[src/hw/rtl/tem_pkg.sv]
package tem_pkg;

    // Default parameter values.
    localparam int TEM_MAX_ELEMENTS = 16777216;
    localparam int TEM_DATA_WIDTH   = 16;

    // Queue between the accumulating front end and the arithmetic back end.
    localparam int TEM_Q_DEPTH = 2;
    localparam int TEM_Q_LVL_W = $clog2(TEM_Q_DEPTH + 1);

    // Result word field widths.
    localparam int TEM_MSE_W  = 32;
    localparam int TEM_MAE_W  = 16;
    localparam int TEM_COS_W  = 16;
    localparam int TEM_PEAK_W = 16;
    localparam int TEM_ELEM_W = 25;

    // Cosine is Q2.14; the squared ratio is at most 2^28, its root at most 2^14.
    localparam int TEM_COS_FRAC = 14;
    localparam int TEM_QC_W     = 2 * TEM_COS_FRAC + 1;
    localparam int TEM_ROOT_W   = TEM_COS_FRAC + 1;

    // Back end sequencer states.
    typedef enum logic [2:0] {
        S_IDLE,
        S_MUL_P,
        S_MUL_X,
        S_DIV_SQ,
        S_DIV_ABS,
        S_DIV_COS,
        S_SQRT,
        S_FIN
    } t_back_state;

    // Accumulator widths that follow from the sample width and the element limit.
    function automatic int cnt_w(input int max_el);
        return $clog2(max_el + 1);
    endfunction

    function automatic int sq_w(input int dw, input int max_el);
        return 2 * dw + cnt_w(max_el);
    endfunction

    function automatic int abs_w(input int dw, input int max_el);
        return dw + cnt_w(max_el);
    endfunction

    function automatic int dot_w(input int dw, input int max_el);
        return 2 * dw + cnt_w(max_el);
    endfunction

    function automatic int nrm_w(input int dw, input int max_el);
        return 2 * dw - 1 + cnt_w(max_el);
    endfunction

    function automatic int snap_w(input int dw, input int max_el);
        return sq_w(dw, max_el) + abs_w(dw, max_el) + dot_w(dw, max_el)
            + 2 * nrm_w(dw, max_el) + dw + cnt_w(max_el) + 1;
    endfunction

endpackage

[src/hw/rtl/tem_fifo.sv]
module tem_fifo #(
    parameter int WIDTH = 8,
    parameter int DEPTH = tem_pkg::TEM_Q_DEPTH
) (
    input  logic                       i_clk,
    input  logic                       i_rst_n,
    input  logic                       i_push,
    input  logic [WIDTH-1:0]           i_data,
    input  logic                       i_pop,
    output logic                       o_valid,
    output logic [WIDTH-1:0]           o_data,
    output logic [$clog2(DEPTH+1)-1:0] o_level
);
    localparam int PTR_W = (DEPTH > 1) ? $clog2(DEPTH) : 1;
    localparam int LVL_W = $clog2(DEPTH + 1);

    logic [WIDTH-1:0] r_mem [DEPTH];
    logic [PTR_W-1:0] r_wp;
    logic [PTR_W-1:0] r_rp;
    logic [LVL_W-1:0] r_level;
    logic             w_do_pop;

    // Pop only what is there.
    assign w_do_pop = i_pop && (r_level != '0);

    // Pointers and fill level.
    always_ff @(posedge i_clk) begin
        if (!i_rst_n) begin
            r_wp    <= '0;
            r_rp    <= '0;
            r_level <= '0;
        end else begin
            if (i_push) begin
                r_wp <= (r_wp == PTR_W'(DEPTH - 1)) ? '0 : r_wp + 1'b1;
            end
            if (w_do_pop) begin
                r_rp <= (r_rp == PTR_W'(DEPTH - 1)) ? '0 : r_rp + 1'b1;
            end
            r_level <= r_level + LVL_W'(i_push) - LVL_W'(w_do_pop);
        end
    end

    // Storage.
    always_ff @(posedge i_clk) begin
        if (i_push) begin
            r_mem[r_wp] <= i_data;
        end
    end

    assign o_valid = (r_level != '0);
    assign o_data  = r_mem[r_rp];
    assign o_level = r_level;

endmodule

[config.mk]
export PLATFORM = sky130hd
export DESIGN_NAME = tem_fifo
export DESIGN_NICKNAME = d
export VERILOG_FILES = /design/src/hw/rtl/tem_pkg.sv /design/src/hw/rtl/tem_fifo.sv
export SDC_FILE = /design/constraint.sdc
export NUM_CORES = 1
export LEC_CHECK = 0
export BUFFER_PORTS_ARGS = -buffer_cell sky130_fd_sc_hd__clkbuf_2
export CAP_MARGIN = 25
export CORE_MARGIN = 2
export CORE_UTILIZATION = 35
export CTS_CLUSTER_DIAMETER = 30
export DETAILED_ROUTE_END_ITERATION = 12
export GPL_ROUTABILITY_DRIVEN = 0
export GPL_TIMING_DRIVEN = 0
export PLACE_DENSITY = 0.64
export SETUP_SLACK_MARGIN = 0.4
export SLEW_MARGIN = 20
export SYNTH_ARGS = -nofsm -noshare
export SYNTH_HDL_FRONTEND = slang
export SYNTH_SLANG_ARGS = --single-unit
export TNS_END_PERCENT = 5
[constraint.sdc]
create_clock -name i_clk -period 1.7 [get_ports i_clk]
set_input_delay 0.255 -clock i_clk [delete_from_list [all_inputs] [get_ports i_clk]]
set_output_delay 0.255 -clock i_clk [all_outputs]
set_load 0.01 [all_outputs]
==> results of run 1 <==
## report_power, final
| group | internal (mW) | switching (mW) | total, mW |
|---|---|---|---|
| Combinational | 0.284 | 0.196 | 0.480 |
| Clock | 0.0875 | 0.141 | 0.228 |
| Sequential | 0.621 | 0.0379 | 0.659 |
## critical path: cells and delay by family (launching register included)
family	cells	cell delay (ns)
buf+inv	2	0.27
mux	1	0.31
flops	1	0.35
## flip-flops by register name, summed over array words and instances (netlist names), named ones only
name / cells
o_level: 2
r_mem: 16
r_wp: 1
r_rp: 1
## layer usage
metal / share of wire, % / vias to the layer above / track usage [%]
li1: - / 222 / -
met2: 53 / 15 / 16.7
met3: 6.4 / 0 / 1.71
met1: 41 / 217 / 10.9
met5: 0 / - / 0
met4: 0 / 0 / 3.85
## final timing paths
path / end / slack, ns / start / cells past startpoint
worst max-delay path: o_data[2] / 0.22 / flip-flop / 3
worst min-delay path: r_mem[0][0]$_DFFE_PP_ / 0.14 / i_data[0] / 1
worst max register to register: o_level[1]$_SDFF_PN0_ / 0.32 / o_level[1]$_SDFF_PN0_ / 6
worst min register to register: flip-flop / 0.48 / r_rp$_SDFFE_PN0P_ / 2
## area by class of cell
class	instances	area (µm²)
inverter	2	7.51
multi-input combinational	23	275
timing repair buffer	22	110
tap	28	35.0
fill	209	1160
clock buffer	3	22.5
buffer	1	15.0
sequential	21	584
clock inverter	1	5.00
## synthesized netlist by cell type (all sizes together)
cell type	number
edfxtp	16
xnor3	1
dfxtp	5
and2	2
nand2b	1
buf	1
nor2b	3
nand2	1
mux2	8
inv	2
or2	1
o21a	2
ha	2
mux2i	2
## through the flow
stage	hold WS, ns	power, mW	util [%]	area [µm²]	setup WS (ns)
detailed placement	0.451	1.11	44.6	986	0.253
global placement	0.445	1.09	44.6	986	0.288
floorplan	0.354	0.976	-	841	0.355
finish	0.145	1.37	47.7	1050	0.222
global route	0.123	1.45	47.7	1050	0.161
CTS	0.129	1.40	47.7	1050	0.209
## cells by family after synthesis
| family | share of synthesized area (%) |
|---|---|
| AO/OA/AOI/OAI | 1.99 |
| XOR/XNOR | 2.76 |
| adder cells (fa/ha/maj) | 3.06 |
| buffers and inverters | 1.53 |
| flip-flops | 71.1 |
| multiplexers | 13.5 |
| AND/OR/NAND/NOR | 6.13 |
==> impl_metrics.env, run 1 <==
export IMPL_cts_sinks=21
export IMPL_cts_buffers_inserted=3
export IMPL_areaGrowthSynthToFinish_pct=29.1
export IMPL_grt_util_all_layers_pct=9.35
export IMPL_routed_wire_length_per_instance_um=11.7
export IMPL_first_pass_drt_iterations=4
export IMPL_tritoncts="yes"
export IMPL_first_pass_grt_wire_length_um=1820
export IMPL_cts_resized_gates=12
export IMPL_start_kind="flip-flop"
export IMPL_max_slew_worst_pin_slew_ns=0.784
export IMPL_remaining_drc_errors=0
export IMPL_clk_insertion_delay_late_ns=0.29
export IMPL_final_min_period_over_clock_period_pct=87.0
export IMPL_clkSlewWorstSetupHoldPaths_ns=0.11
export IMPL_setup_violations_final=0
export IMPL_fp_dieH_um=52.3
export IMPL_timing_final_crit_period_ns=1.48
export IMPL_cells_along_the_critical_path="buf_8, mux2_4, clkbuf_2"
export IMPL_clk_root_buffer_cell="clkbuf_4"
export IMPL_synth_top_cells_by_area="edfxtp_1 (59%), dfxtp_1 (12%), mux2_2 (11%), ha_1 (3.1%), xnor3_1 (2.8%)"
export IMPL_n_antenna_cell=0
export IMPL_num_nets_final=88
export IMPL_yosysWarnings=0
export IMPL_via_count=454
export IMPL_crit_arrival_ns=1.22
export IMPL_most_common_cell_after_layout_fill_and_taps_aside="clkbuf_2"
export IMPL_worst_ir_drop_vdd_mv=0.638
export IMPL_yosysSeqAreaShare_pct=71.1
export IMPL_drive_above_1_share_pct=58.9
export IMPL_dpl_hpwl_um=886
export IMPL_p_leak_nw=0.438
export IMPL_number_of_global_route_vias_before_repair=418
export IMPL_layout_common_cells="clkbuf_2 (22), edfxtp_1 (16), mux2_4 (8)"
export IMPL_place_inst=97
export IMPL_powerDensity_nw_per_um2=1300
export IMPL_skew_ns=0.00294
export IMPL_cts_htree_levels=1
export IMPL_initial_utilization_pct=36.9
export IMPL_hold_bufs_inserted_after_cts=0
export IMPL_instances_no_fill=101
export IMPL_syn_area_um2=817
export IMPL_setup_tns_final_ns=0
export IMPL_cpMaxStageDelayCell="dfxtp_2"
export IMPL_grt_start_max_net_pins=13
export IMPL_run_status="completed"
export IMPL_grt_setup_unrepaired="true"
export IMPL_detail_route_wirelength_um=1180
export IMPL_synth_area_leader_cell="edfxtp_1"
export IMPL_hold_viol=0
export IMPL_grt_antenna_before_repair=0
export IMPL_drt_first_iter_violations=3
export IMPL_core_um2=2210
export IMPL_cts_max_path_buffers=2
export IMPL_cp_required_ns=1.44
export IMPL_slowest_delay_ns=0.35
export IMPL_criticalPathCategory="flip-flop to primary output"
export IMPL_postSynthNetCount=61
export IMPL_cap_viol_max_count=0
export IMPL_io_pins=23
export IMPL_slew_viol_final=0
export IMPL_syn_instance_count=47
export IMPL_synthDominantCellAreaShare_pct=58.8
export IMPL_post_drt_via_cell_ratio=4.50
export IMPL_io_buffers=22
export IMPL_postSynthAreaPerCell_um2=17.4
export IMPL_floorplan_rows=17
export IMPL_slew_headroom_pct=47.6
export IMPL_fp_dieW_um=52.3
export IMPL_critPathMaxFanout=8
export IMPL_antenna_violating_nets_post_route=0
export IMPL_endpoint_kind="primary output"
export IMPL_number_of_post_cts_setup_repair_buffers=0
export IMPL_grt_remaining_overflow=0
export IMPL_netlist_cell_type_count=16
export IMPL_yosys_register_bits=21
export IMPL_achievable_frequency_mhz=676
export IMPL_die_outline_area_um2=2740
export IMPL_worstHoldPathType="input pin to flip-flop"
Power figures use the tool's default switching activity.
==> inputs of run 2 (changes only) <==
--- a/config.mk
+++ b/config.mk
@@ -13,7 +13,7 @@
 export DETAILED_ROUTE_END_ITERATION = 12
 export GPL_ROUTABILITY_DRIVEN = 0
 export GPL_TIMING_DRIVEN = 0
-export PLACE_DENSITY = 0.64
+export PLACE_DENSITY_LB_ADDON = 0.05
 export SETUP_SLACK_MARGIN = 0.4
 export SLEW_MARGIN = 20
 export SYNTH_ARGS = -nofsm -noshare
==> impl_metrics.env, run 2 (synthesis gave the netlist of run 1 again) <==
export IMPL_run_status="completed"
export IMPL_cts_sinks=21
export IMPL_num_nets_final=88
export IMPL_slew_viol_final=0
export IMPL_num_fill_cells=208
export IMPL_setup_tns_final_ns=0
export IMPL_finalCoreUtilization_pct=47.9
export IMPL_slowest_delay_ns=0.34
export IMPL_first_pass_drt_iterations=2
export IMPL_drt_first_iter_violations=4
export IMPL_design_area_um2=1060
export IMPL_routed_wire_length_per_instance_um=12.0
export IMPL_hold_viol=0
export IMPL_tritoncts="yes"
export IMPL_cpMaxStageDelayCell="dfxtp_2"
export IMPL_worst_path_buf_inv=2
export IMPL_grt_start_max_net_pins=12
export IMPL_io_pins=23
export IMPL_initial_utilization_pct=36.9
export IMPL_drive_above_1_share_pct=57.5
export IMPL_largest_register_ffs=16
export IMPL_setup_violations_final=0
export IMPL_endpoint_kind="primary output"
export IMPL_slew_headroom_pct=49.6
export IMPL_timing_final_crit_period_ns=1.47
export IMPL_p_leak_nw=0.437
export IMPL_fp_dieH_um=52.3
export IMPL_cells_along_the_critical_path="buf_8, mux2_4, buf_6"
export IMPL_grt_antenna_before_repair=0
export IMPL_critical_path_top_delay_family="flip-flops"
export IMPL_crit_arrival_ns=1.21
export IMPL_grt_remaining_overflow=0
export IMPL_grt_setup_unrepaired="true"
export IMPL_dpl_hpwl_um=892
export IMPL_die_outline_area_um2=2740
export IMPL_cts_htree_levels=1
export IMPL_most_common_cell_after_layout_fill_and_taps_aside="clkbuf_2"
export IMPL_criticalPathCategory="flip-flop to primary output"
export IMPL_cts_buffers_inserted=3
export IMPL_io_buffers=22
export IMPL_detail_route_wirelength_um=1210
export IMPL_critPathMaxFanout=8
export IMPL_post_dp_cell_area_um2=986
export IMPL_start_kind="flip-flop"
export IMPL_report_power_total_mw=1.38
export IMPL_remaining_drc_errors=0
export IMPL_number_of_global_route_vias_before_repair=449
export IMPL_skew_ns=0.00318
export IMPL_achievable_frequency_mhz=681
export IMPL_first_pass_grt_wire_length_um=1970
export IMPL_grt_util_all_layers_pct=10.4
export IMPL_floorplan_rows=17
export IMPL_antenna_violating_nets_post_route=0
export IMPL_powerDensity_nw_per_um2=1300
export IMPL_post_drt_via_cell_ratio=4.50
export IMPL_cap_viol_max_count=0
export IMPL_top_register="r_mem"
export IMPL_final_hold_worst_slack_ns=0.140
export IMPL_clk_insertion_delay_late_ns=0.30
export IMPL_n_antenna_cell=0
export IMPL_via_count=454
export IMPL_fp_dieW_um=52.3
export IMPL_cp_required_ns=1.44
export IMPL_worstHoldPathType="input pin to flip-flop"
export IMPL_clk_root_buffer_cell="clkbuf_4"
export IMPL_layout_common_cells="clkbuf_2 (21), edfxtp_1 (16), mux2_4 (8)"
export IMPL_hold_bufs_inserted_after_cts=0
export IMPL_cts_max_path_buffers=2
export IMPL_worst_ir_drop_vdd_mv=0.935
export IMPL_max_slew_worst_pin_slew_ns=0.754
export IMPL_clkSlewWorstSetupHoldPaths_ns=0.11
export IMPL_core_um2=2210
export IMPL_areaGrowthSynthToFinish_pct=29.7
export IMPL_final_min_period_over_clock_period_pct=86.4
-- run 2: layout make-up --
cell class / count / area [µm²] / area share [%]
tap: 28 / 35.0 / 3.31
clock buffer: 4 / 26.3 / 2.48
buffer: 1 / 15.0 / 1.42
sequential: 21 / 584 / 55.1
timing repair buffer: 22 / 116 / 11.0
multi-input combinational: 23 / 275 / 26.0
inverter: 2 / 7.51 / 0.708
-- run 2: what timing repair did --
action | 4_1_cts | 5_1_grt
gates resized for setup | 12 | 2
setup endpoints to repair | 19 | 20
setup buffers | 0 | 0
-- run 2: through the flow --
stage | cells | setup WS (ns)
after detailed placement | 97 | 0.229
final | 101 | 0.232
after global routing | 101 | 0.174
after floorplan | 47 | 0.355
after global placement | 97 | 0.236
after CTS | 101 | 0.211
-- run 2: final timing paths --
check,from,to,slack [ns],depth (start not counted)
hold reg to reg,r_rp$_SDFFE_PN0P_,flip-flop,0.48,2
setup reg to reg,o_level[1]$_SDFF_PN0_,o_level[1]$_SDFF_PN0_,0.33,6
hold / removal,i_data[1],r_mem[1][1]$_DFFE_PP_,0.14,1
setup / recovery,flip-flop,o_data[5],0.23,3
-- run 2: where the power goes --
part           internal [mW]  switching (mW)  leakage [nW]
combinational          0.289           0.201         0.230
sequential             0.621          0.0363         0.193
clock                 0.0914           0.141        0.0150
total                   1.00           0.378         0.437
-- run 2: per-layer routing --
metal	up-vias	part of all wire [%]	wire (µm)	global-route usage, %
met4	0	1.6	19	6.41
li1	224	-	-	-
met1	215	41	501	12.4
met3	2	6.1	74	2.86
met2	13	51	614	16.7
met5	-	0	0	0
-- run 2: worst register-to-register path: cells and delay by family (launching register included) --
kind / cells / cell delay [ns]
simple gates: 1 / 0.10
fa+ha+maj: 2 / 0.41
buf+inv: 1 / 0.03
compound gates: 1 / 0.24
flops: 1 / 0.35
xor+xnor: 1 / 0.18
