**src/hw/rtl/tem_pkg.sv**
```systemverilog
package tem_pkg;

    // Default parameter values.
    localparam int TEM_MAX_ELEMENTS = 16777216;
    localparam int TEM_DATA_WIDTH   = 16;

    // Queue between the accumulating front end and the arithmetic back end.
    localparam int TEM_Q_DEPTH = 2;
    localparam int TEM_Q_LVL_W = $clog2(TEM_Q_DEPTH + 1);

    // Result word field widths.
    localparam int TEM_MSE_W  = 32;
    localparam int TEM_MAE_W  = 16;
    localparam int TEM_COS_W  = 16;
    localparam int TEM_PEAK_W = 16;
    localparam int TEM_ELEM_W = 25;

    // Cosine is Q2.14; the squared ratio is at most 2^28, its root at most 2^14.
    localparam int TEM_COS_FRAC = 14;
    localparam int TEM_QC_W     = 2 * TEM_COS_FRAC + 1;
    localparam int TEM_ROOT_W   = TEM_COS_FRAC + 1;

    // Back end sequencer states.
    typedef enum logic [2:0] {
        S_IDLE,
        S_MUL_P,
        S_MUL_X,
        S_DIV_SQ,
        S_DIV_ABS,
        S_DIV_COS,
        S_SQRT,
        S_FIN
    } t_back_state;

    // Accumulator widths that follow from the sample width and the element limit.
    function automatic int cnt_w(input int max_el);
        return $clog2(max_el + 1);
    endfunction

    function automatic int sq_w(input int dw, input int max_el);
        return 2 * dw + cnt_w(max_el);
    endfunction

    function automatic int abs_w(input int dw, input int max_el);
        return dw + cnt_w(max_el);
    endfunction

    function automatic int dot_w(input int dw, input int max_el);
        return 2 * dw + cnt_w(max_el);
    endfunction

    function automatic int nrm_w(input int dw, input int max_el);
        return 2 * dw - 1 + cnt_w(max_el);
    endfunction

    function automatic int snap_w(input int dw, input int max_el);
        return sq_w(dw, max_el) + abs_w(dw, max_el) + dot_w(dw, max_el)
            + 2 * nrm_w(dw, max_el) + dw + cnt_w(max_el) + 1;
    endfunction

endpackage

```
**src/hw/rtl/tem_if.sv**
```systemverilog
// Input channel: one element pair per word.
interface tem_in_if #(
    parameter int DATA_WIDTH = tem_pkg::TEM_DATA_WIDTH
) ();
    logic                         valid;
    logic                         ready;
    logic signed [DATA_WIDTH-1:0] sample_a;
    logic signed [DATA_WIDTH-1:0] sample_b;
    logic                         last;

    modport source (output valid, output sample_a, output sample_b, output last,
                    input ready);
    modport sink   (input valid, input sample_a, input sample_b, input last,
                    output ready);
endinterface


```
**src/hw/rtl/tem_front.sv**
```systemverilog
module tem_front #(
    parameter int MAX_ELEMENTS = tem_pkg::TEM_MAX_ELEMENTS,
    parameter int DATA_WIDTH   = tem_pkg::TEM_DATA_WIDTH
) (
    input  logic                                         i_clk,
    input  logic                                         i_rst_n,
    tem_in_if.sink                                       i_in,
    input  logic [tem_pkg::TEM_Q_LVL_W-1:0]              i_q_level,
    output logic                                         o_push,
    output logic [tem_pkg::snap_w(DATA_WIDTH, MAX_ELEMENTS)-1:0] o_snap
);
    localparam int DW     = DATA_WIDTH;
    localparam int CNT_W  = tem_pkg::cnt_w(MAX_ELEMENTS);
    localparam int SQ_W   = tem_pkg::sq_w(DW, MAX_ELEMENTS);
    localparam int ABS_W  = tem_pkg::abs_w(DW, MAX_ELEMENTS);
    localparam int DOT_W  = tem_pkg::dot_w(DW, MAX_ELEMENTS);
    localparam int NRM_W  = tem_pkg::nrm_w(DW, MAX_ELEMENTS);
    localparam int LVL1_W = tem_pkg::TEM_Q_LVL_W + 1;

    // Item terms.
    logic signed [DW:0]     w_diff;
    logic [DW-1:0]          w_ad;
    logic [2*DW-1:0]        w_sq;
    logic signed [2*DW-1:0] w_dot;
    logic signed [2*DW-1:0] w_na;
    logic signed [2*DW-1:0] w_nb;
    logic                   w_accept;
    logic                   w_counted;
    logic [CNT_W-1:0]       w_cnt_after;
    logic                   w_pend;

    // Element count at the input side.
    logic [CNT_W-1:0] r_cnt;
    logic             r_ovf;

    // Product stage.
    logic                   r_s1_v;
    logic                   r_s1_last;
    logic                   r_s1_used;
    logic [DW-1:0]          r_s1_ad;
    logic [2*DW-1:0]        r_s1_sq;
    logic signed [2*DW-1:0] r_s1_dot;
    logic [2*DW-2:0]        r_s1_na;
    logic [2*DW-2:0]        r_s1_nb;
    logic [CNT_W-1:0]       r_s1_cnt;
    logic                   r_s1_ovf;

    // Running sums.
    logic [SQ_W-1:0]         r_sq;
    logic [ABS_W-1:0]        r_abs;
    logic signed [DOT_W-1:0] r_dot;
    logic [NRM_W-1:0]        r_na;
    logic [NRM_W-1:0]        r_nb;
    logic [DW-1:0]           r_peak;

    logic [SQ_W-1:0]         n_sq;
    logic [ABS_W-1:0]        n_abs;
    logic signed [DOT_W-1:0] n_dot;
    logic [NRM_W-1:0]        n_na;
    logic [NRM_W-1:0]        n_nb;
    logic [DW-1:0]           n_peak;

    // Hold off input while a pending last word might not find a queue slot.
    assign w_pend     = r_s1_v && r_s1_last;
    assign i_in.ready = (LVL1_W'(i_q_level) + LVL1_W'(w_pend)) <
                        LVL1_W'(tem_pkg::TEM_Q_DEPTH);
    assign w_accept   = i_in.valid && i_in.ready;

    // Difference, its magnitude and the products of one pair.
    assign w_diff = {i_in.sample_a[DW-1], i_in.sample_a} -
                    {i_in.sample_b[DW-1], i_in.sample_b};
    assign w_ad   = w_diff[DW] ? DW'(-w_diff) : w_diff[DW-1:0];
    assign w_sq   = w_ad * w_ad;
    assign w_dot  = i_in.sample_a * i_in.sample_b;
    assign w_na   = i_in.sample_a * i_in.sample_a;
    assign w_nb   = i_in.sample_b * i_in.sample_b;

    // Pairs beyond the count limit are dropped and flag overflow.
    assign w_counted   = (r_cnt < CNT_W'(MAX_ELEMENTS));
    assign w_cnt_after = w_counted ? r_cnt + 1'b1 : r_cnt;

    always_ff @(posedge i_clk) begin
        if (!i_rst_n) begin
            r_cnt  <= '0;
            r_ovf  <= 1'b0;
            r_s1_v <= 1'b0;
        end else begin
            r_s1_v <= w_accept;
            if (w_accept) begin
                r_cnt <= i_in.last ? '0 : w_cnt_after;
                r_ovf <= i_in.last ? 1'b0 : (r_ovf || !w_counted);
            end
        end
    end

    always_ff @(posedge i_clk) begin
        if (w_accept) begin
            r_s1_last <= i_in.last;
            r_s1_used <= w_counted;
            r_s1_ad   <= w_ad;
            r_s1_sq   <= w_sq;
            r_s1_dot  <= w_dot;
            r_s1_na   <= w_na[2*DW-2:0];
            r_s1_nb   <= w_nb[2*DW-2:0];
            r_s1_cnt  <= w_cnt_after;
            r_s1_ovf  <= r_ovf || !w_counted;
        end
    end

    // Accumulate the registered terms.
    always_comb begin
        n_sq   = r_sq;
        n_abs  = r_abs;
        n_dot  = r_dot;
        n_na   = r_na;
        n_nb   = r_nb;
        n_peak = r_peak;
        if (r_s1_v && r_s1_used) begin
            n_sq   = r_sq + SQ_W'(r_s1_sq);
            n_abs  = r_abs + ABS_W'(r_s1_ad);
            n_dot  = r_dot + DOT_W'(r_s1_dot);
            n_na   = r_na + NRM_W'(r_s1_na);
            n_nb   = r_nb + NRM_W'(r_s1_nb);
            n_peak = (r_s1_ad > r_peak) ? r_s1_ad : r_peak;
        end
    end

    always_ff @(posedge i_clk) begin
        if (!i_rst_n || o_push) begin
            r_sq   <= '0;
            r_abs  <= '0;
            r_dot  <= '0;
            r_na   <= '0;
            r_nb   <= '0;
            r_peak <= '0;
        end else begin
            r_sq   <= n_sq;
            r_abs  <= n_abs;
            r_dot  <= n_dot;
            r_na   <= n_na;
            r_nb   <= n_nb;
            r_peak <= n_peak;
        end
    end

    // The last word hands the finished sums to the back end.
    assign o_push = r_s1_v && r_s1_last;
    assign o_snap = {n_sq, n_abs, n_dot, n_na, n_nb, n_peak, r_s1_cnt, r_s1_ovf};

endmodule

```
**src/flat_wrapper.sv**
```systemverilog
// flat-port wrapper written by rule: the top's interface ports become plain ports
module tem_front_flat 
#(
    parameter int MAX_ELEMENTS = tem_pkg::TEM_MAX_ELEMENTS,
    parameter int DATA_WIDTH   = tem_pkg::TEM_DATA_WIDTH
)
  (i_clk, i_rst_n, i_q_level, o_push, o_snap, i_in_valid, i_in_sample_a, i_in_sample_b, i_in_last, i_in_ready);
  tem_in_if #(.DATA_WIDTH(DATA_WIDTH)) i_in_i ();
  input  logic i_clk;
  input  logic i_rst_n;
  input  logic [tem_pkg::TEM_Q_LVL_W-1:0] i_q_level;
  output logic o_push;
  output logic [tem_pkg::snap_w(DATA_WIDTH, MAX_ELEMENTS)-1:0] o_snap;
  input wire logic [$bits(i_in_i.valid)-1:0] i_in_valid;
  input wire logic [$bits(i_in_i.sample_a)-1:0] i_in_sample_a;
  input wire logic [$bits(i_in_i.sample_b)-1:0] i_in_sample_b;
  input wire logic [$bits(i_in_i.last)-1:0] i_in_last;
  output wire logic [$bits(i_in_i.ready)-1:0] i_in_ready;
  assign i_in_i.valid = i_in_valid;
  assign i_in_i.sample_a = i_in_sample_a;
  assign i_in_i.sample_b = i_in_sample_b;
  assign i_in_i.last = i_in_last;
  assign i_in_ready = i_in_i.ready;
  tem_front #(.MAX_ELEMENTS(MAX_ELEMENTS), .DATA_WIDTH(DATA_WIDTH)) u_core (.i_clk(i_clk), .i_rst_n(i_rst_n), .i_in(i_in_i), .i_q_level(i_q_level), .o_push(o_push), .o_snap(o_snap));
endmodule
```
**config.mk**
```make
export PLATFORM = sky130hd
export DESIGN_NAME = tem_front_flat
export DESIGN_NICKNAME = d
export VERILOG_FILES = /design/src/hw/rtl/tem_pkg.sv /design/src/hw/rtl/tem_if.sv /design/src/hw/rtl/tem_front.sv /design/src/flat_wrapper.sv
export SDC_FILE = /design/constraint.sdc
export NUM_CORES = 2
export LEC_CHECK = 0
export BUFFER_PORTS_ARGS = -buffer_cell sky130_fd_sc_hd__buf_4
export CAP_MARGIN = 0
export CORE_UTILIZATION = 50
export CTS_BUF_LIST = sky130_fd_sc_hd__clkbuf_4 sky130_fd_sc_hd__clkbuf_8
export DETAILED_ROUTE_END_ITERATION = 16
export GPL_TIMING_DRIVEN = 0
export PLACE_DENSITY = 0.67
export SKIP_CTS_REPAIR_TIMING = 1
export SYNTH_ARGS = -nofsm -noshare
export SYNTH_HDL_FRONTEND = slang
export SYNTH_SLANG_ARGS = --single-unit
```
**constraint.sdc**
```tcl
create_clock -name i_clk -period 16.05 [get_ports i_clk]
set_input_delay 2.4075 -clock i_clk [delete_from_list [all_inputs] [get_ports i_clk]]
set_output_delay 2.4075 -clock i_clk [all_outputs]
set_load 0.005 [all_outputs]
```
==> metrics.txt <==
first-pass GRT wire length=280,700 µm; critical path arrival=14,260 ps; DRT antenna net count=0; 1st-iter DRT viols=3,983; hold depth=2; EDFF count, synth=166; clk_skew=52.87 ps; Worst Max-Slew Pin Slew=1360 ps; Root Buffer=clkbuf_8; IO buf count=348; TritonCTS clock tree=built; CP max-delay cell=o21ai_0; synth warn=0; Final Cell Area=68,040 µm²; Site Rows=128; Avg Synthesized Cell Area=8.958 µm²; Vias=49,376; Post-Synthesis Cells=6,875; CORE AREA=122,000 µm²; Finish-stage setup viols=0; fin crit share=0.8600; drt drc=0; RSZ-0062 raised after global routing=no; critical path peak fanout=10; Worst path max stage delay=630 ps; crit-path most repeated cell=fa_1; FILL cells=11,149; dominant synthesized flop cell=dfxtp_1; Die X=353.0 µm; layout cells sized above 1=0.08190; GR Overflow Total=0; Placed Cells=8,850; routed length per instance=20.15 µm; Fin. Hold Viols=0; clk slew on worst S/H paths=60 ps; htree depth=3; status=complete, no violations; MaxCap Viol Count=0; Seq/Total Area, Yosys=0.1817; routability cong.=0.9633; Die ar.=124,600 µm²; max frequency=72.45 MHz; total CTS buffers=81; crit end category=flop; Seq cells post-synth=476; Cell Area, Synth=61,580 µm²; chip height=353.0 µm; WS Path Type=in2reg; Cell Area, Placed=66,270 µm²; Reg2Reg Depth=13; final worst path period need=13,800 ps; Yosys cell types=89; # nets final=8,797; number of antenna violations at the first check in global routing=17; Pre-antenna DRT Iters=6; Min Hold Slack=483.4 ps; post-route insts no fill=9,004; post-synth net total=8,364; vias in the first global route=49,641; Post-synth ARST share=0; Post-Route WL=181,400 µm; Top Ports=349; Area growth, synth to finish=10.49%; Worst-Skew Late Latency=750 ps; Vias/cell=5.484; Setup TNS Final=0 ps; largest net degree at the start of global routing=88; startpoint types=primary input; Tot GR Track Use=0.2925; Critical Path RT=16,500 ps; Detail Placement HPWL=149,900 µm; CTS max path bufs=3; CTS sink cnt=476; count of pins over their slew limit=0; worst hold path type=reg2reg; Initial Util=0.5046; Slew HR=0.09305
-- state kept, by name, summed over array words and instances, names as in the netlist, 30 cells and up --
register / cells
u_core.r_abs: 41
u_core.r_dot: 57
u_core.r_na: 56
u_core.r_nb: 56
u_core.r_s1_dot: 32
u_core.r_s1_na: 30
u_core.r_s1_nb: 30
u_core.r_s1_sq: 31
u_core.r_sq: 57
-- critical path, delay by kind of cell --
family / cells / cell delay, ps
compound gates: 9 / 2790
xor+xnor: 3 / 1290
fa+ha+maj: 8 / 3930
buf+inv: 11 / 2640
simple gates: 8 / 1190
-- per-layer routing --
layer,vias up,part of all wire,global-route usage
li1,22760,-,-
met2,1863,0.46,0.4739
met3,358,0.079,0.05085
met5,-,0.00056,0
met1,24381,0.42,0.3886
met4,14,0.041,0.1170
-- Yosys cell counts (all sizes together) (35+ instances only) --
master  number  area (µm²)
xnor2      285        2534
edfxtp     166        4985
nor2       444        1679
nand4       57       356.6
mux2        42       473.0
a31oi       35       219.0
and2       307        1921
nand3      106       530.5
xor2       133        1180
o21bai      40       300.3
nand2      781        2932
ha         559        6994
and3        56       350.3
a21oi      330        1663
o21a        39       292.8
inv       1255        4711
dfxtp      310        6206
nand2b      57       356.6
fa         892       17860
clkbuf     203       762.0
a21o       155        1164
nor3        52       260.3
o21ai      196       984.7
-- cells by family (layout without fill, tap and decap cells) --
family / after synthesis / in the layout / synth area share
buf+inv: 1494 / 1994 / 0.09147
other cells: 0 / 4 / 0
fa+ha+maj: 1451 / 1451 / 0.4035
flops: 476 / 476 / 0.1817
mux: 52 / 52 / 0.009305
simple gates: 1995 / 1995 / 0.1523
compound gates: 989 / 989 / 0.1013
xor+xnor: 418 / 418 / 0.06030
-- final cells by class --
class / count / area, µm² / share of cell area
multi-input combinational: 4905 / 44760 / 0.6578
sequential: 476 / 11190 / 0.1645
inverter: 1265 / 4756 / 0.06989
timing repair buffer: 350 / 2645 / 0.03887
tap: 1625 / 2033 / 0.02988
clock buffer: 113 / 1424 / 0.02093
buffer: 229 / 884.6 / 0.01300
clock inverter: 37 / 341.6 / 0.005020
antenna: 4 / 10.01 / 0.0001471
-- stage by stage --
step,setup slack [ps],utilization
floorplan,4790,-
global placement,1798,0.5427
detailed placement,1734,0.5430
CTS,2537,0.5575
global route,1687,0.5575
finish,2248,0.5576
-- cell usage in the layout (no fill, tap or decap), types with 13 or more instances in the layout --
| master | count |
|---|---|
| fa_1 | 892 |
| buf_4 | 351 |
| nor2b_1 | 30 |
| a22oi_1 | 18 |
| o21ai_0 | 191 |
| mux2_2 | 42 |
| or3_1 | 28 |
| and4_1 | 18 |
| o211ai_1 | 14 |
| o31ai_1 | 20 |
| ha_1 | 559 |
| clkbuf_4 | 21 |
| nand2b_1 | 57 |
| a31oi_1 | 35 |
| xnor2_1 | 280 |
| nand4_1 | 57 |
| buf_1 | 17 |
| nor2_1 | 439 |
| nor3_1 | 52 |
| nor3b_1 | 13 |
| inv_1 | 1242 |
| o21a_1 | 39 |
| edfxtp_1 | 166 |
| dfxtp_1 | 310 |
| a211oi_1 | 22 |
| o21bai_1 | 40 |
| xor2_1 | 131 |
| and2_1 | 306 |
| a21oi_1 | 327 |
| clkbuf_1 | 203 |
| a21o_1 | 155 |
| and3_1 | 56 |
| clkbuf_8 | 92 |
| clkinv_1 | 22 |
| nand3_1 | 106 |
| nand2_1 | 781 |
-- path summary, 6_finish.rpt --
path,start,to,slack (ps)
hold / removal,u_core.r_nb[12],u_core.r_nb[12],480
setup reg to reg,u_core.r_s1_dot[31],u_core.r_dot[53],11670
hold reg to reg,u_core.r_nb[12],u_core.r_nb[12],480
setup / recovery,i_in_sample_a[1],u_core.r_s1_sq[31],2250
Power is left out: the tool's default activity adds up to more than one toggle a clock period on the data nets, which glitch-free logic cannot reach.
