==> config.mk <==
export PLATFORM = sky130hd
export DESIGN_NAME = tem_back_flat
export DESIGN_NICKNAME = d
export VERILOG_FILES = /design/src/hw/rtl/tem_pkg.sv /design/src/hw/rtl/tem_if.sv /design/src/hw/rtl/tem_back.sv /design/src/flat_wrapper.sv
export SDC_FILE = /design/constraint.sdc
export NUM_CORES = 2
export LEC_CHECK = 0
export BUFFER_PORTS_ARGS = -buffer_cell sky130_fd_sc_hd__buf_2
export CAP_MARGIN = 20
export CORE_MARGIN = 10
export CORE_UTILIZATION = 40
export DETAILED_ROUTE_END_ITERATION = 10
export GPL_TIMING_DRIVEN = 0
export PLACE_DENSITY = 0.64
export SYNTH_ARGS = -nofsm -noshare
export SYNTH_HDL_FRONTEND = slang
export SYNTH_SLANG_ARGS = --single-unit
==> constraint.sdc <==
create_clock -name i_clk -period 60.3 [get_ports i_clk]
set_input_delay 12.06 -clock i_clk [delete_from_list [all_inputs] [get_ports i_clk]]
set_output_delay 12.06 -clock i_clk [all_outputs]
set_load 0.01 [all_outputs]
==> src/hw/rtl/tem_pkg.sv <==
package tem_pkg;

    // Default parameter values.
    localparam int TEM_MAX_ELEMENTS = 16777216;
    localparam int TEM_DATA_WIDTH   = 16;

    // Queue between the accumulating front end and the arithmetic back end.
    localparam int TEM_Q_DEPTH = 2;
    localparam int TEM_Q_LVL_W = $clog2(TEM_Q_DEPTH + 1);

    // Result word field widths.
    localparam int TEM_MSE_W  = 32;
    localparam int TEM_MAE_W  = 16;
    localparam int TEM_COS_W  = 16;
    localparam int TEM_PEAK_W = 16;
    localparam int TEM_ELEM_W = 25;

    // Cosine is Q2.14; the squared ratio is at most 2^28, its root at most 2^14.
    localparam int TEM_COS_FRAC = 14;
    localparam int TEM_QC_W     = 2 * TEM_COS_FRAC + 1;
    localparam int TEM_ROOT_W   = TEM_COS_FRAC + 1;

    // Back end sequencer states.
    typedef enum logic [2:0] {
        S_IDLE,
        S_MUL_P,
        S_MUL_X,
        S_DIV_SQ,
        S_DIV_ABS,
        S_DIV_COS,
        S_SQRT,
        S_FIN
    } t_back_state;

    // Accumulator widths that follow from the sample width and the element limit.
    function automatic int cnt_w(input int max_el);
        return $clog2(max_el + 1);
    endfunction

    function automatic int sq_w(input int dw, input int max_el);
        return 2 * dw + cnt_w(max_el);
    endfunction

    function automatic int abs_w(input int dw, input int max_el);
        return dw + cnt_w(max_el);
    endfunction

    function automatic int dot_w(input int dw, input int max_el);
        return 2 * dw + cnt_w(max_el);
    endfunction

    function automatic int nrm_w(input int dw, input int max_el);
        return 2 * dw - 1 + cnt_w(max_el);
    endfunction

    function automatic int snap_w(input int dw, input int max_el);
        return sq_w(dw, max_el) + abs_w(dw, max_el) + dot_w(dw, max_el)
            + 2 * nrm_w(dw, max_el) + dw + cnt_w(max_el) + 1;
    endfunction

endpackage

==> src/hw/rtl/tem_if.sv <==


// Output channel: one metrics word per tensor.
interface tem_out_if ();
    logic                                 valid;
    logic                                 ready;
    logic        [tem_pkg::TEM_MSE_W-1:0]  mean_sq_error;
    logic        [tem_pkg::TEM_MAE_W-1:0]  mean_abs_error;
    logic signed [tem_pkg::TEM_COS_W-1:0]  cosine_sim;
    logic        [tem_pkg::TEM_PEAK_W-1:0] peak_error;
    logic        [tem_pkg::TEM_ELEM_W-1:0] elements_seen;
    logic                                 overflow;

    modport source (output valid, output mean_sq_error, output mean_abs_error,
                    output cosine_sim, output peak_error, output elements_seen,
                    output overflow, input ready);
    modport sink   (input valid, input mean_sq_error, input mean_abs_error,
                    input cosine_sim, input peak_error, input elements_seen,
                    input overflow, output ready);
endinterface

==> src/hw/rtl/tem_back.sv <==
module tem_back #(
    parameter int MAX_ELEMENTS = tem_pkg::TEM_MAX_ELEMENTS,
    parameter int DATA_WIDTH   = tem_pkg::TEM_DATA_WIDTH
) (
    input  logic                                                 i_clk,
    input  logic                                                 i_rst_n,
    input  logic                                                 i_q_valid,
    input  logic [tem_pkg::snap_w(DATA_WIDTH, MAX_ELEMENTS)-1:0] i_q_data,
    output logic                                                 o_pop,
    tem_out_if.source                                            o_out
);
    localparam int DW     = DATA_WIDTH;
    localparam int CNT_W  = tem_pkg::cnt_w(MAX_ELEMENTS);
    localparam int SQ_W   = tem_pkg::sq_w(DW, MAX_ELEMENTS);
    localparam int ABS_W  = tem_pkg::abs_w(DW, MAX_ELEMENTS);
    localparam int DOT_W  = tem_pkg::dot_w(DW, MAX_ELEMENTS);
    localparam int NRM_W  = tem_pkg::nrm_w(DW, MAX_ELEMENTS);
    localparam int M_W    = DOT_W;
    localparam int P_W    = 2 * NRM_W;
    localparam int FRAC2  = 2 * tem_pkg::TEM_COS_FRAC;
    localparam int DIV_W  = 2 * M_W + FRAC2;
    localparam int REM_W  = P_W + 1;
    localparam int STEP_W = $clog2(DIV_W);
    localparam int QC_W   = tem_pkg::TEM_QC_W;
    localparam int ROOT_W = tem_pkg::TEM_ROOT_W;

    // Unpacked queue word.
    logic [SQ_W-1:0]         w_in_sq;
    logic [ABS_W-1:0]        w_in_abs;
    logic signed [DOT_W-1:0] w_in_dot;
    logic [NRM_W-1:0]        w_in_na;
    logic [NRM_W-1:0]        w_in_nb;
    logic [DW-1:0]           w_in_peak;
    logic [CNT_W-1:0]        w_in_cnt;
    logic                    w_in_ovf;

    assign {w_in_sq, w_in_abs, w_in_dot, w_in_na, w_in_nb, w_in_peak, w_in_cnt,
            w_in_ovf} = i_q_data;

    tem_pkg::t_back_state r_state, n_state;

    // Operands held for the current tensor.
    logic [SQ_W-1:0]  r_sq,   n_sq;
    logic [ABS_W-1:0] r_abs,  n_abs;
    logic [M_W-1:0]   r_mag,  n_mag;
    logic             r_neg,  n_neg;
    logic             r_zero, n_zero;
    logic [DW-1:0]    r_peak, n_peak;
    logic [CNT_W-1:0] r_cnt,  n_cnt;
    logic             r_ovf,  n_ovf;
    logic [P_W-1:0]   r_p,    n_p;
    logic [DIV_W-1:0] r_x,    n_x;

    // Shift-add multiplier.
    logic [2*M_W-1:0] r_m_acc, n_m_acc;
    logic [2*M_W-1:0] r_m_a,   n_m_a;
    logic [M_W-1:0]   r_m_b,   n_m_b;
    logic [2*M_W-1:0] w_m_acc;

    // Restoring divider, one quotient bit per cycle.
    logic [REM_W-1:0] r_rem, n_rem;
    logic [DIV_W-1:0] r_dvd, n_dvd;
    logic [P_W-1:0]   r_dvs, n_dvs;
    logic [REM_W-1:0] w_rem_sh;
    logic             w_ge;
    logic [REM_W-1:0] w_rem_n;
    logic [DIV_W-1:0] w_dvd_n;

    // Bitwise integer square root.
    logic [QC_W-1:0]     r_qc,   n_qc;
    logic [ROOT_W-1:0]   r_root, n_root;
    logic [ROOT_W-1:0]   r_sbit, n_sbit;
    logic [ROOT_W-1:0]   w_cand;
    logic [2*ROOT_W-1:0] w_cand_sq;

    logic [STEP_W-1:0] r_step, n_step;

    // Quotients and output register.
    logic [tem_pkg::TEM_MSE_W-1:0]         r_q_sq,  n_q_sq;
    logic [tem_pkg::TEM_MAE_W-1:0]         r_q_abs, n_q_abs;
    logic                                  r_out_v, n_out_v;
    logic [tem_pkg::TEM_MSE_W-1:0]         r_o_mse, n_o_mse;
    logic [tem_pkg::TEM_MAE_W-1:0]         r_o_mae, n_o_mae;
    logic signed [tem_pkg::TEM_COS_W-1:0]  r_o_cos, n_o_cos;
    logic [tem_pkg::TEM_PEAK_W-1:0]        r_o_peak, n_o_peak;
    logic [tem_pkg::TEM_ELEM_W-1:0]        r_o_elem, n_o_elem;
    logic                                  r_o_ovf, n_o_ovf;

    // Datapath steps.
    assign w_m_acc   = r_m_b[0] ? r_m_acc + r_m_a : r_m_acc;
    assign w_rem_sh  = {r_rem[REM_W-2:0], r_dvd[DIV_W-1]};
    assign w_ge      = (w_rem_sh >= REM_W'(r_dvs));
    assign w_rem_n   = w_ge ? w_rem_sh - REM_W'(r_dvs) : w_rem_sh;
    assign w_dvd_n   = {r_dvd[DIV_W-2:0], w_ge};
    assign w_cand    = r_root | r_sbit;
    assign w_cand_sq = w_cand * w_cand;

    always_ff @(posedge i_clk) begin
        if (!i_rst_n) begin
            r_state <= tem_pkg::S_IDLE;
            r_out_v <= 1'b0;
        end else begin
            r_state <= n_state;
            r_out_v <= n_out_v;
        end
    end

    always_ff @(posedge i_clk) begin
        r_sq     <= n_sq;
        r_abs    <= n_abs;
        r_mag    <= n_mag;
        r_neg    <= n_neg;
        r_zero   <= n_zero;
        r_peak   <= n_peak;
        r_cnt    <= n_cnt;
        r_ovf    <= n_ovf;
        r_p      <= n_p;
        r_x      <= n_x;
        r_m_acc  <= n_m_acc;
        r_m_a    <= n_m_a;
        r_m_b    <= n_m_b;
        r_rem    <= n_rem;
        r_dvd    <= n_dvd;
        r_dvs    <= n_dvs;
        r_qc     <= n_qc;
        r_root   <= n_root;
        r_sbit   <= n_sbit;
        r_step   <= n_step;
        r_q_sq   <= n_q_sq;
        r_q_abs  <= n_q_abs;
        r_o_mse  <= n_o_mse;
        r_o_mae  <= n_o_mae;
        r_o_cos  <= n_o_cos;
        r_o_peak <= n_o_peak;
        r_o_elem <= n_o_elem;
        r_o_ovf  <= n_o_ovf;
    end

    // Sequencer: two products, two or three divisions, 0 or 1 root, the result.
    always_comb begin
        n_state  = r_state;
        n_sq     = r_sq;
        n_abs    = r_abs;
        n_mag    = r_mag;
        n_neg    = r_neg;
        n_zero   = r_zero;
        n_peak   = r_peak;
        n_cnt    = r_cnt;
        n_ovf    = r_ovf;
        n_p      = r_p;
        n_x      = r_x;
        n_m_acc  = r_m_acc;
        n_m_a    = r_m_a;
        n_m_b    = r_m_b;
        n_rem    = r_rem;
        n_dvd    = r_dvd;
        n_dvs    = r_dvs;
        n_qc     = r_qc;
        n_root   = r_root;
        n_sbit   = r_sbit;
        n_step   = r_step;
        n_q_sq   = r_q_sq;
        n_q_abs  = r_q_abs;
        n_o_mse  = r_o_mse;
        n_o_mae  = r_o_mae;
        n_o_cos  = r_o_cos;
        n_o_peak = r_o_peak;
        n_o_elem = r_o_elem;
        n_o_ovf  = r_o_ovf;
        n_out_v  = r_out_v && !o_out.ready;
        o_pop    = 1'b0;

        unique case (r_state)
            tem_pkg::S_IDLE: begin
                if (i_q_valid) begin
                    o_pop   = 1'b1;
                    n_sq    = w_in_sq;
                    n_abs   = w_in_abs;
                    n_mag   = w_in_dot[DOT_W-1] ? M_W'(-w_in_dot) : M_W'(w_in_dot);
                    n_neg   = w_in_dot[DOT_W-1];
                    n_zero  = (w_in_na == '0) || (w_in_nb == '0);
                    n_peak  = w_in_peak;
                    n_cnt   = w_in_cnt;
                    n_ovf   = w_in_ovf;
                    n_m_acc = '0;
                    n_m_a   = (2*M_W)'(w_in_na);
                    n_m_b   = M_W'(w_in_nb);
                    n_step  = '0;
                    n_state = tem_pkg::S_MUL_P;
                end
            end
            tem_pkg::S_MUL_P: begin
                n_m_acc = w_m_acc;
                n_m_a   = r_m_a << 1;
                n_m_b   = r_m_b >> 1;
                n_step  = r_step + 1'b1;
                if (r_step == STEP_W'(M_W - 1)) begin
                    n_p     = w_m_acc[P_W-1:0];
                    n_m_acc = '0;
                    n_m_a   = (2*M_W)'(r_mag);
                    n_m_b   = r_mag;
                    n_step  = '0;
                    n_state = tem_pkg::S_MUL_X;
                end
            end
            tem_pkg::S_MUL_X: begin
                n_m_acc = w_m_acc;
                n_m_a   = r_m_a << 1;
                n_m_b   = r_m_b >> 1;
                n_step  = r_step + 1'b1;
                if (r_step == STEP_W'(M_W - 1)) begin
                    n_x     = {w_m_acc, {FRAC2{1'b0}}};
                    n_rem   = '0;
                    n_dvd   = DIV_W'(r_sq) << (DIV_W - SQ_W);
                    n_dvs   = P_W'(r_cnt);
                    n_step  = '0;
                    n_state = tem_pkg::S_DIV_SQ;
                end
            end
            tem_pkg::S_DIV_SQ: begin
                n_rem  = w_rem_n;
                n_dvd  = w_dvd_n;
                n_step = r_step + 1'b1;
                if (r_step == STEP_W'(SQ_W - 1)) begin
                    n_q_sq  = w_dvd_n[tem_pkg::TEM_MSE_W-1:0];
                    n_rem   = '0;
                    n_dvd   = DIV_W'(r_abs) << (DIV_W - ABS_W);
                    n_step  = '0;
                    n_state = tem_pkg::S_DIV_ABS;
                end
            end
            tem_pkg::S_DIV_ABS: begin
                n_rem  = w_rem_n;
                n_dvd  = w_dvd_n;
                n_step = r_step + 1'b1;
                if (r_step == STEP_W'(ABS_W - 1)) begin
                    n_q_abs = w_dvd_n[tem_pkg::TEM_MAE_W-1:0];
                    n_step  = '0;
                    if (r_zero) begin
                        // A zero norm gives a cosine of zero.
                        n_root  = '0;
                        n_state = tem_pkg::S_FIN;
                    end else begin
                        n_rem   = '0;
                        n_dvd   = r_x;
                        n_dvs   = r_p;
                        n_state = tem_pkg::S_DIV_COS;
                    end
                end
            end
            tem_pkg::S_DIV_COS: begin
                n_rem  = w_rem_n;
                n_dvd  = w_dvd_n;
                n_step = r_step + 1'b1;
                if (r_step == STEP_W'(DIV_W - 1)) begin
                    n_qc    = w_dvd_n[QC_W-1:0];
                    n_root  = '0;
                    n_sbit  = {1'b1, {(ROOT_W-1){1'b0}}};
                    n_step  = '0;
                    n_state = tem_pkg::S_SQRT;
                end
            end
            tem_pkg::S_SQRT: begin
                if (w_cand_sq <= (2*ROOT_W)'(r_qc)) begin
                    n_root = w_cand;
                end
                n_sbit = r_sbit >> 1;
                if (r_sbit[0]) begin
                    n_state = tem_pkg::S_FIN;
                end
            end
            tem_pkg::S_FIN: begin
                // Load the output register once it is free.
                if (!r_out_v || o_out.ready) begin
                    n_out_v  = 1'b1;
                    n_o_mse  = r_q_sq;
                    n_o_mae  = r_q_abs;
                    n_o_cos  = r_neg ? -tem_pkg::TEM_COS_W'(r_root)
                                     : tem_pkg::TEM_COS_W'(r_root);
                    n_o_peak = tem_pkg::TEM_PEAK_W'(r_peak);
                    n_o_elem = tem_pkg::TEM_ELEM_W'(r_cnt);
                    n_o_ovf  = r_ovf;
                    n_state  = tem_pkg::S_IDLE;
                end
            end
            default: begin
                n_state = tem_pkg::S_IDLE;
            end
        endcase
    end

    assign o_out.valid          = r_out_v;
    assign o_out.mean_sq_error  = r_o_mse;
    assign o_out.mean_abs_error = r_o_mae;
    assign o_out.cosine_sim     = r_o_cos;
    assign o_out.peak_error     = r_o_peak;
    assign o_out.elements_seen  = r_o_elem;
    assign o_out.overflow       = r_o_ovf;

endmodule

==> src/flat_wrapper.sv <==
// flat-port wrapper written by rule: the top's interface ports become plain ports
module tem_back_flat 
#(
    parameter int MAX_ELEMENTS = tem_pkg::TEM_MAX_ELEMENTS,
    parameter int DATA_WIDTH   = tem_pkg::TEM_DATA_WIDTH
)
  (i_clk, i_rst_n, i_q_valid, i_q_data, o_pop, o_out_valid, o_out_mean_sq_error, o_out_mean_abs_error, o_out_cosine_sim, o_out_peak_error, o_out_elements_seen, o_out_overflow, o_out_ready);
  tem_out_if o_out_i ();
  input  logic i_clk;
  input  logic i_rst_n;
  input  logic i_q_valid;
  input  logic [tem_pkg::snap_w(DATA_WIDTH, MAX_ELEMENTS)-1:0] i_q_data;
  output logic o_pop;
  output wire logic [$bits(o_out_i.valid)-1:0] o_out_valid;
  output wire logic [$bits(o_out_i.mean_sq_error)-1:0] o_out_mean_sq_error;
  output wire logic [$bits(o_out_i.mean_abs_error)-1:0] o_out_mean_abs_error;
  output wire logic [$bits(o_out_i.cosine_sim)-1:0] o_out_cosine_sim;
  output wire logic [$bits(o_out_i.peak_error)-1:0] o_out_peak_error;
  output wire logic [$bits(o_out_i.elements_seen)-1:0] o_out_elements_seen;
  output wire logic [$bits(o_out_i.overflow)-1:0] o_out_overflow;
  input wire logic [$bits(o_out_i.ready)-1:0] o_out_ready;
  assign o_out_valid = o_out_i.valid;
  assign o_out_mean_sq_error = o_out_i.mean_sq_error;
  assign o_out_mean_abs_error = o_out_i.mean_abs_error;
  assign o_out_cosine_sim = o_out_i.cosine_sim;
  assign o_out_peak_error = o_out_i.peak_error;
  assign o_out_elements_seen = o_out_i.elements_seen;
  assign o_out_overflow = o_out_i.overflow;
  assign o_out_i.ready = o_out_ready;
  tem_back #(.MAX_ELEMENTS(MAX_ELEMENTS), .DATA_WIDTH(DATA_WIDTH)) u_core (.i_clk(i_clk), .i_rst_n(i_rst_n), .i_q_valid(i_q_valid), .i_q_data(i_q_data), .o_pop(o_pop), .o_out(o_out_i));
endmodule
==> impl_metrics.env <==
export IMPL_power_mw=3.77
export IMPL_worst_slack_ns=34.46
export IMPL_critPathCaptureType="output port"
export IMPL_numCtsBuffers=143
export IMPL_rows=155
export IMPL_syn_nets=7128
export IMPL_post_cts_setup_buffer_count=0
export IMPL_finalCritPeriodShare_pct=42.8
export IMPL_antenna_found_initial=14
export IMPL_ys_seq_elements=1301
export IMPL_async_flop_share_pct=0
export IMPL_worstSetupPathType="in -> out"
export IMPL_crit_required_ns=48.24
export IMPL_finalWirelength_um=215000
export IMPL_postCtsHoldBufs=0
export IMPL_die_area_mm2=0.197
export IMPL_clk_insertion_delay_late_ns=0.81
export IMPL_cts_repair_resized=0
export IMPL_min_period_ns=25.84
export IMPL_dp_hpwl_um=170000
export IMPL_drtIter0Drc=4513
export IMPL_grt_pass1_wl_um=323000
export IMPL_vdd_drop_max_mv=0.0285
export IMPL_syn2layout_area_growth_pct=15.4
export IMPL_slew_violations=0
export IMPL_gp_congestion=0.959
export IMPL_switching_power_mw=1.42
export IMPL_syn_area_per_cell_um2=11.4
export IMPL_pwr_share_comb_pct=40.6
export IMPL_max_freq_mhz=38.7
export IMPL_grt_max_degree=60
export IMPL_cts_root_buffer_cell="clkbuf_16"
export IMPL_power_share_clock_pct=23.0
export IMPL_rsz0062_at_grt="false"
export IMPL_wire_per_inst_um=22.7
export IMPL_synth_cell_types=81
export IMPL_cp_start_kind="input pin"
export IMPL_vias=52339
export IMPL_grt_use_total_pct=21.1
export IMPL_synth_top_area_share_pct=54.1
export IMPL_htree_levels=4
export IMPL_p_int_mw=2.35
export IMPL_synth_edf_count=1297
export IMPL_synth_top_flop_cell="edfxtp_1"
export IMPL_seq_power_share_pct=36.4
export IMPL_core_mm2=0.179
export IMPL_first_pass_iters=6
export IMPL_maxCapViolCount=0
export IMPL_synthTopCellsByArea="edfxtp_1 (54%), ha_1 (6.0%), fa_1 (3.9%)"
export IMPL_drive_above_1_share_pct=12.4
export IMPL_post_route_util_pct=46.5
export IMPL_rr_worst_depth=34
export IMPL_path_max_fanout=10
export IMPL_worst_slew_pin_slew_ns=1.26
export IMPL_start_util_pct=40.3
export IMPL_cts_tree="done"
export IMPL_numClockSinks=1301
export IMPL_io_pin_count=421
export IMPL_ant_nets=0
export IMPL_relSlewSlack_pct=15.3
export IMPL_finalSetupViolCount=0
export IMPL_drcViolationCount=0
export IMPL_ff2ff_setup_slack_ns=49.79
export IMPL_final_nets=7802
export IMPL_overflow=0
export IMPL_avgViaCountPerCell=5.53
export IMPL_yosys_area_top_type="edfxtp_1"
export IMPL_finalClockSkew_ns=0.0368
export IMPL_hp_class="reg -> reg"
export IMPL_whs_path_depth=0
export IMPL_yosysWarnings=0
export IMPL_synth_yosys_seq_area_share_pct=54.2
export IMPL_synthCells=6330
export IMPL_die_h_um=444
export IMPL_hold_viol=0
export IMPL_finalSetupTns_ns=0
export IMPL_clk_pin_slew_worst_paths_ns=0.06
export IMPL_arrival_ns=13.78
export IMPL_status="completed"
export IMPL_power_density_mw_per_mm2=45.4
export IMPL_grt_pass1_vias=52575
export IMPL_switching_share_pct=37.7
export IMPL_cts_buffer_depth=3
export IMPL_place_worst_setup_slack_ns=34.48
export IMPL_syn_area_mm2=0.0720
export IMPL_leakage_nw=32.0
export IMPL_io_buffer_count=420
export IMPL_die_w_um=444
Yosys cell counts (all sizes together) (16+ instances only):
cell type	number
edfxtp	1297
nand2	613
a21oi	455
inv	432
nor2	379
ha	345
clkbuf	315
o21ai	241
xnor2	228
and2	219
a21o	162
fa	140
nor2b	137
nand4	121
and3	113
a221o	111
mux2	95
a31oi	77
o21bai	73
nand3	71
xor2	70
nor3	66
a22o	58
nor4	52
a211oi	48
a22oi	47
nand2b	40
o31ai	38
o21a	34
or3	33
a21boi	19
or2	17
a222oi	16
cell usage in the layout, fill, tap and decap left out, types with 25 or more instances in the layout:
cell and n:
xor2_1 70, nor2_1 376, nor3_1 61, a22o_1 58, inv_1 431, o31ai_1 38, nor2b_1 137, ha_1 345
a31oi_1 77, a21o_1 162, o21a_1 34, or3_1 30, clkbuf_16 147, a221o_1 111, nor4_1 49, xnor2_1 228
buf_4 47, edfxtp_1 1297, a21oi_1 455, nand2b_1 39, nand2_1 612, o21ai_0 232, nand4_1 121, and3_1 112
a22oi_1 47, clkbuf_1 345, a211oi_1 47, o21bai_1 73, nand3_1 71, mux2_2 95, buf_6 25, and2_1 219
buf_2 422, fa_1 140
registers in the layout, summed over array words and instances (netlist names), 29 cells and up:
signal / flops
u_core.r_dvd: 142
u_core.r_m_a: 114
u_core.r_m_acc: 114
u_core.r_x: 114
u_core.r_dvs: 112
u_core.r_p: 112
u_core.r_rem: 112
u_core.r_m_b: 57
u_core.r_mag: 57
u_core.r_sq: 57
u_core.r_abs: 41
u_core.o_out.mean_sq_error: 32
u_core.r_q_sq: 32
u_core.r_qc: 29
power by group through the flow:
stage,clock network (mW),registers [mW],logic [mW]
2_1_floorplan,0,1.43,1.02
3_3_place_gp,0,1.52,1.44
3_5_place_dp,0,1.38,1.51
4_1_cts,0.888,1.37,1.52
5_1_grt,0.923,1.38,1.68
6_report,0.867,1.37,1.53
metrics by stage:
| step | hold WS, ns | std cells | instance area (um^2) |
|---|---|---|---|
| 6_report | 0.417 | 9468 | 83000 |
| 3_5_place_dp | 0.405 | 9213 | 78400 |
| 5_1_grt | 0.426 | 9467 | 83000 |
| 3_3_place_gp | 0.400 | 9105 | 77000 |
| 2_1_floorplan | 0.400 | 6330 | 72000 |
| 4_1_cts | 0.417 | 9464 | 83000 |
metal layers:
| layer | wire, um | track usage (%) |
|---|---|---|
| met5 | 13 | 0 |
| met4 | 7490 | 7.31 |
| met3 | 12300 | 3.52 |
| met2 | 102000 | 35.2 |
| met1 | 92700 | 27.7 |
area by class of cell:
class | instances | area [um^2]
Antenna cell | 3 | 7.51
Buffer | 324 | 1220
Clock buffer | 180 | 3800
Clock inverter | 71 | 777
Fill cell | 16478 | 95600
Inverter | 436 | 1640
Multi-Input combinational cell | 4269 | 30200
Sequential cell | 1301 | 39000
Tap cell | 2355 | 2950
Timing Repair Buffer | 529 | 3440
final timing paths:
path	from	end
setup / recovery	i_q_valid	o_pop
hold / removal	u_core.r_q_sq[11]	u_core.o_out.mean_sq_error[11]
setup reg to reg	u_core.r_root[7]	u_core.r_root[6]
hold reg to reg	u_core.r_q_sq[11]	u_core.o_out.mean_sq_error[11]
worst max-delay path, cell delays in order:
cell and delay (ns):
buf_2 0.12, nor4b_2 0.35, buf_4 0.25, buf_4 0.21, buf_4 0.20, buf_4 0.21
buf_4 0.20, buf_2 0.15
logic make-up (layout without fill, tap and decap cells):
group                    after synthesis  count (layout)  synth area share (%)
AO/OA/AOI/OAI                       1475            1475                  13.6
XOR/XNOR                             298             298                  3.63
adder cells (fa/ha/maj)              485             485                  9.89
buffers and inverters                760            1540                  3.96
flip-flops                          1301            1301                  54.2
multiplexers                         104             104                  1.61
other                                  0               3                     0
AND/OR/NAND/NOR                     1907            1907                  13.1
No activity file was read; power rests on OpenSTA's default activity.
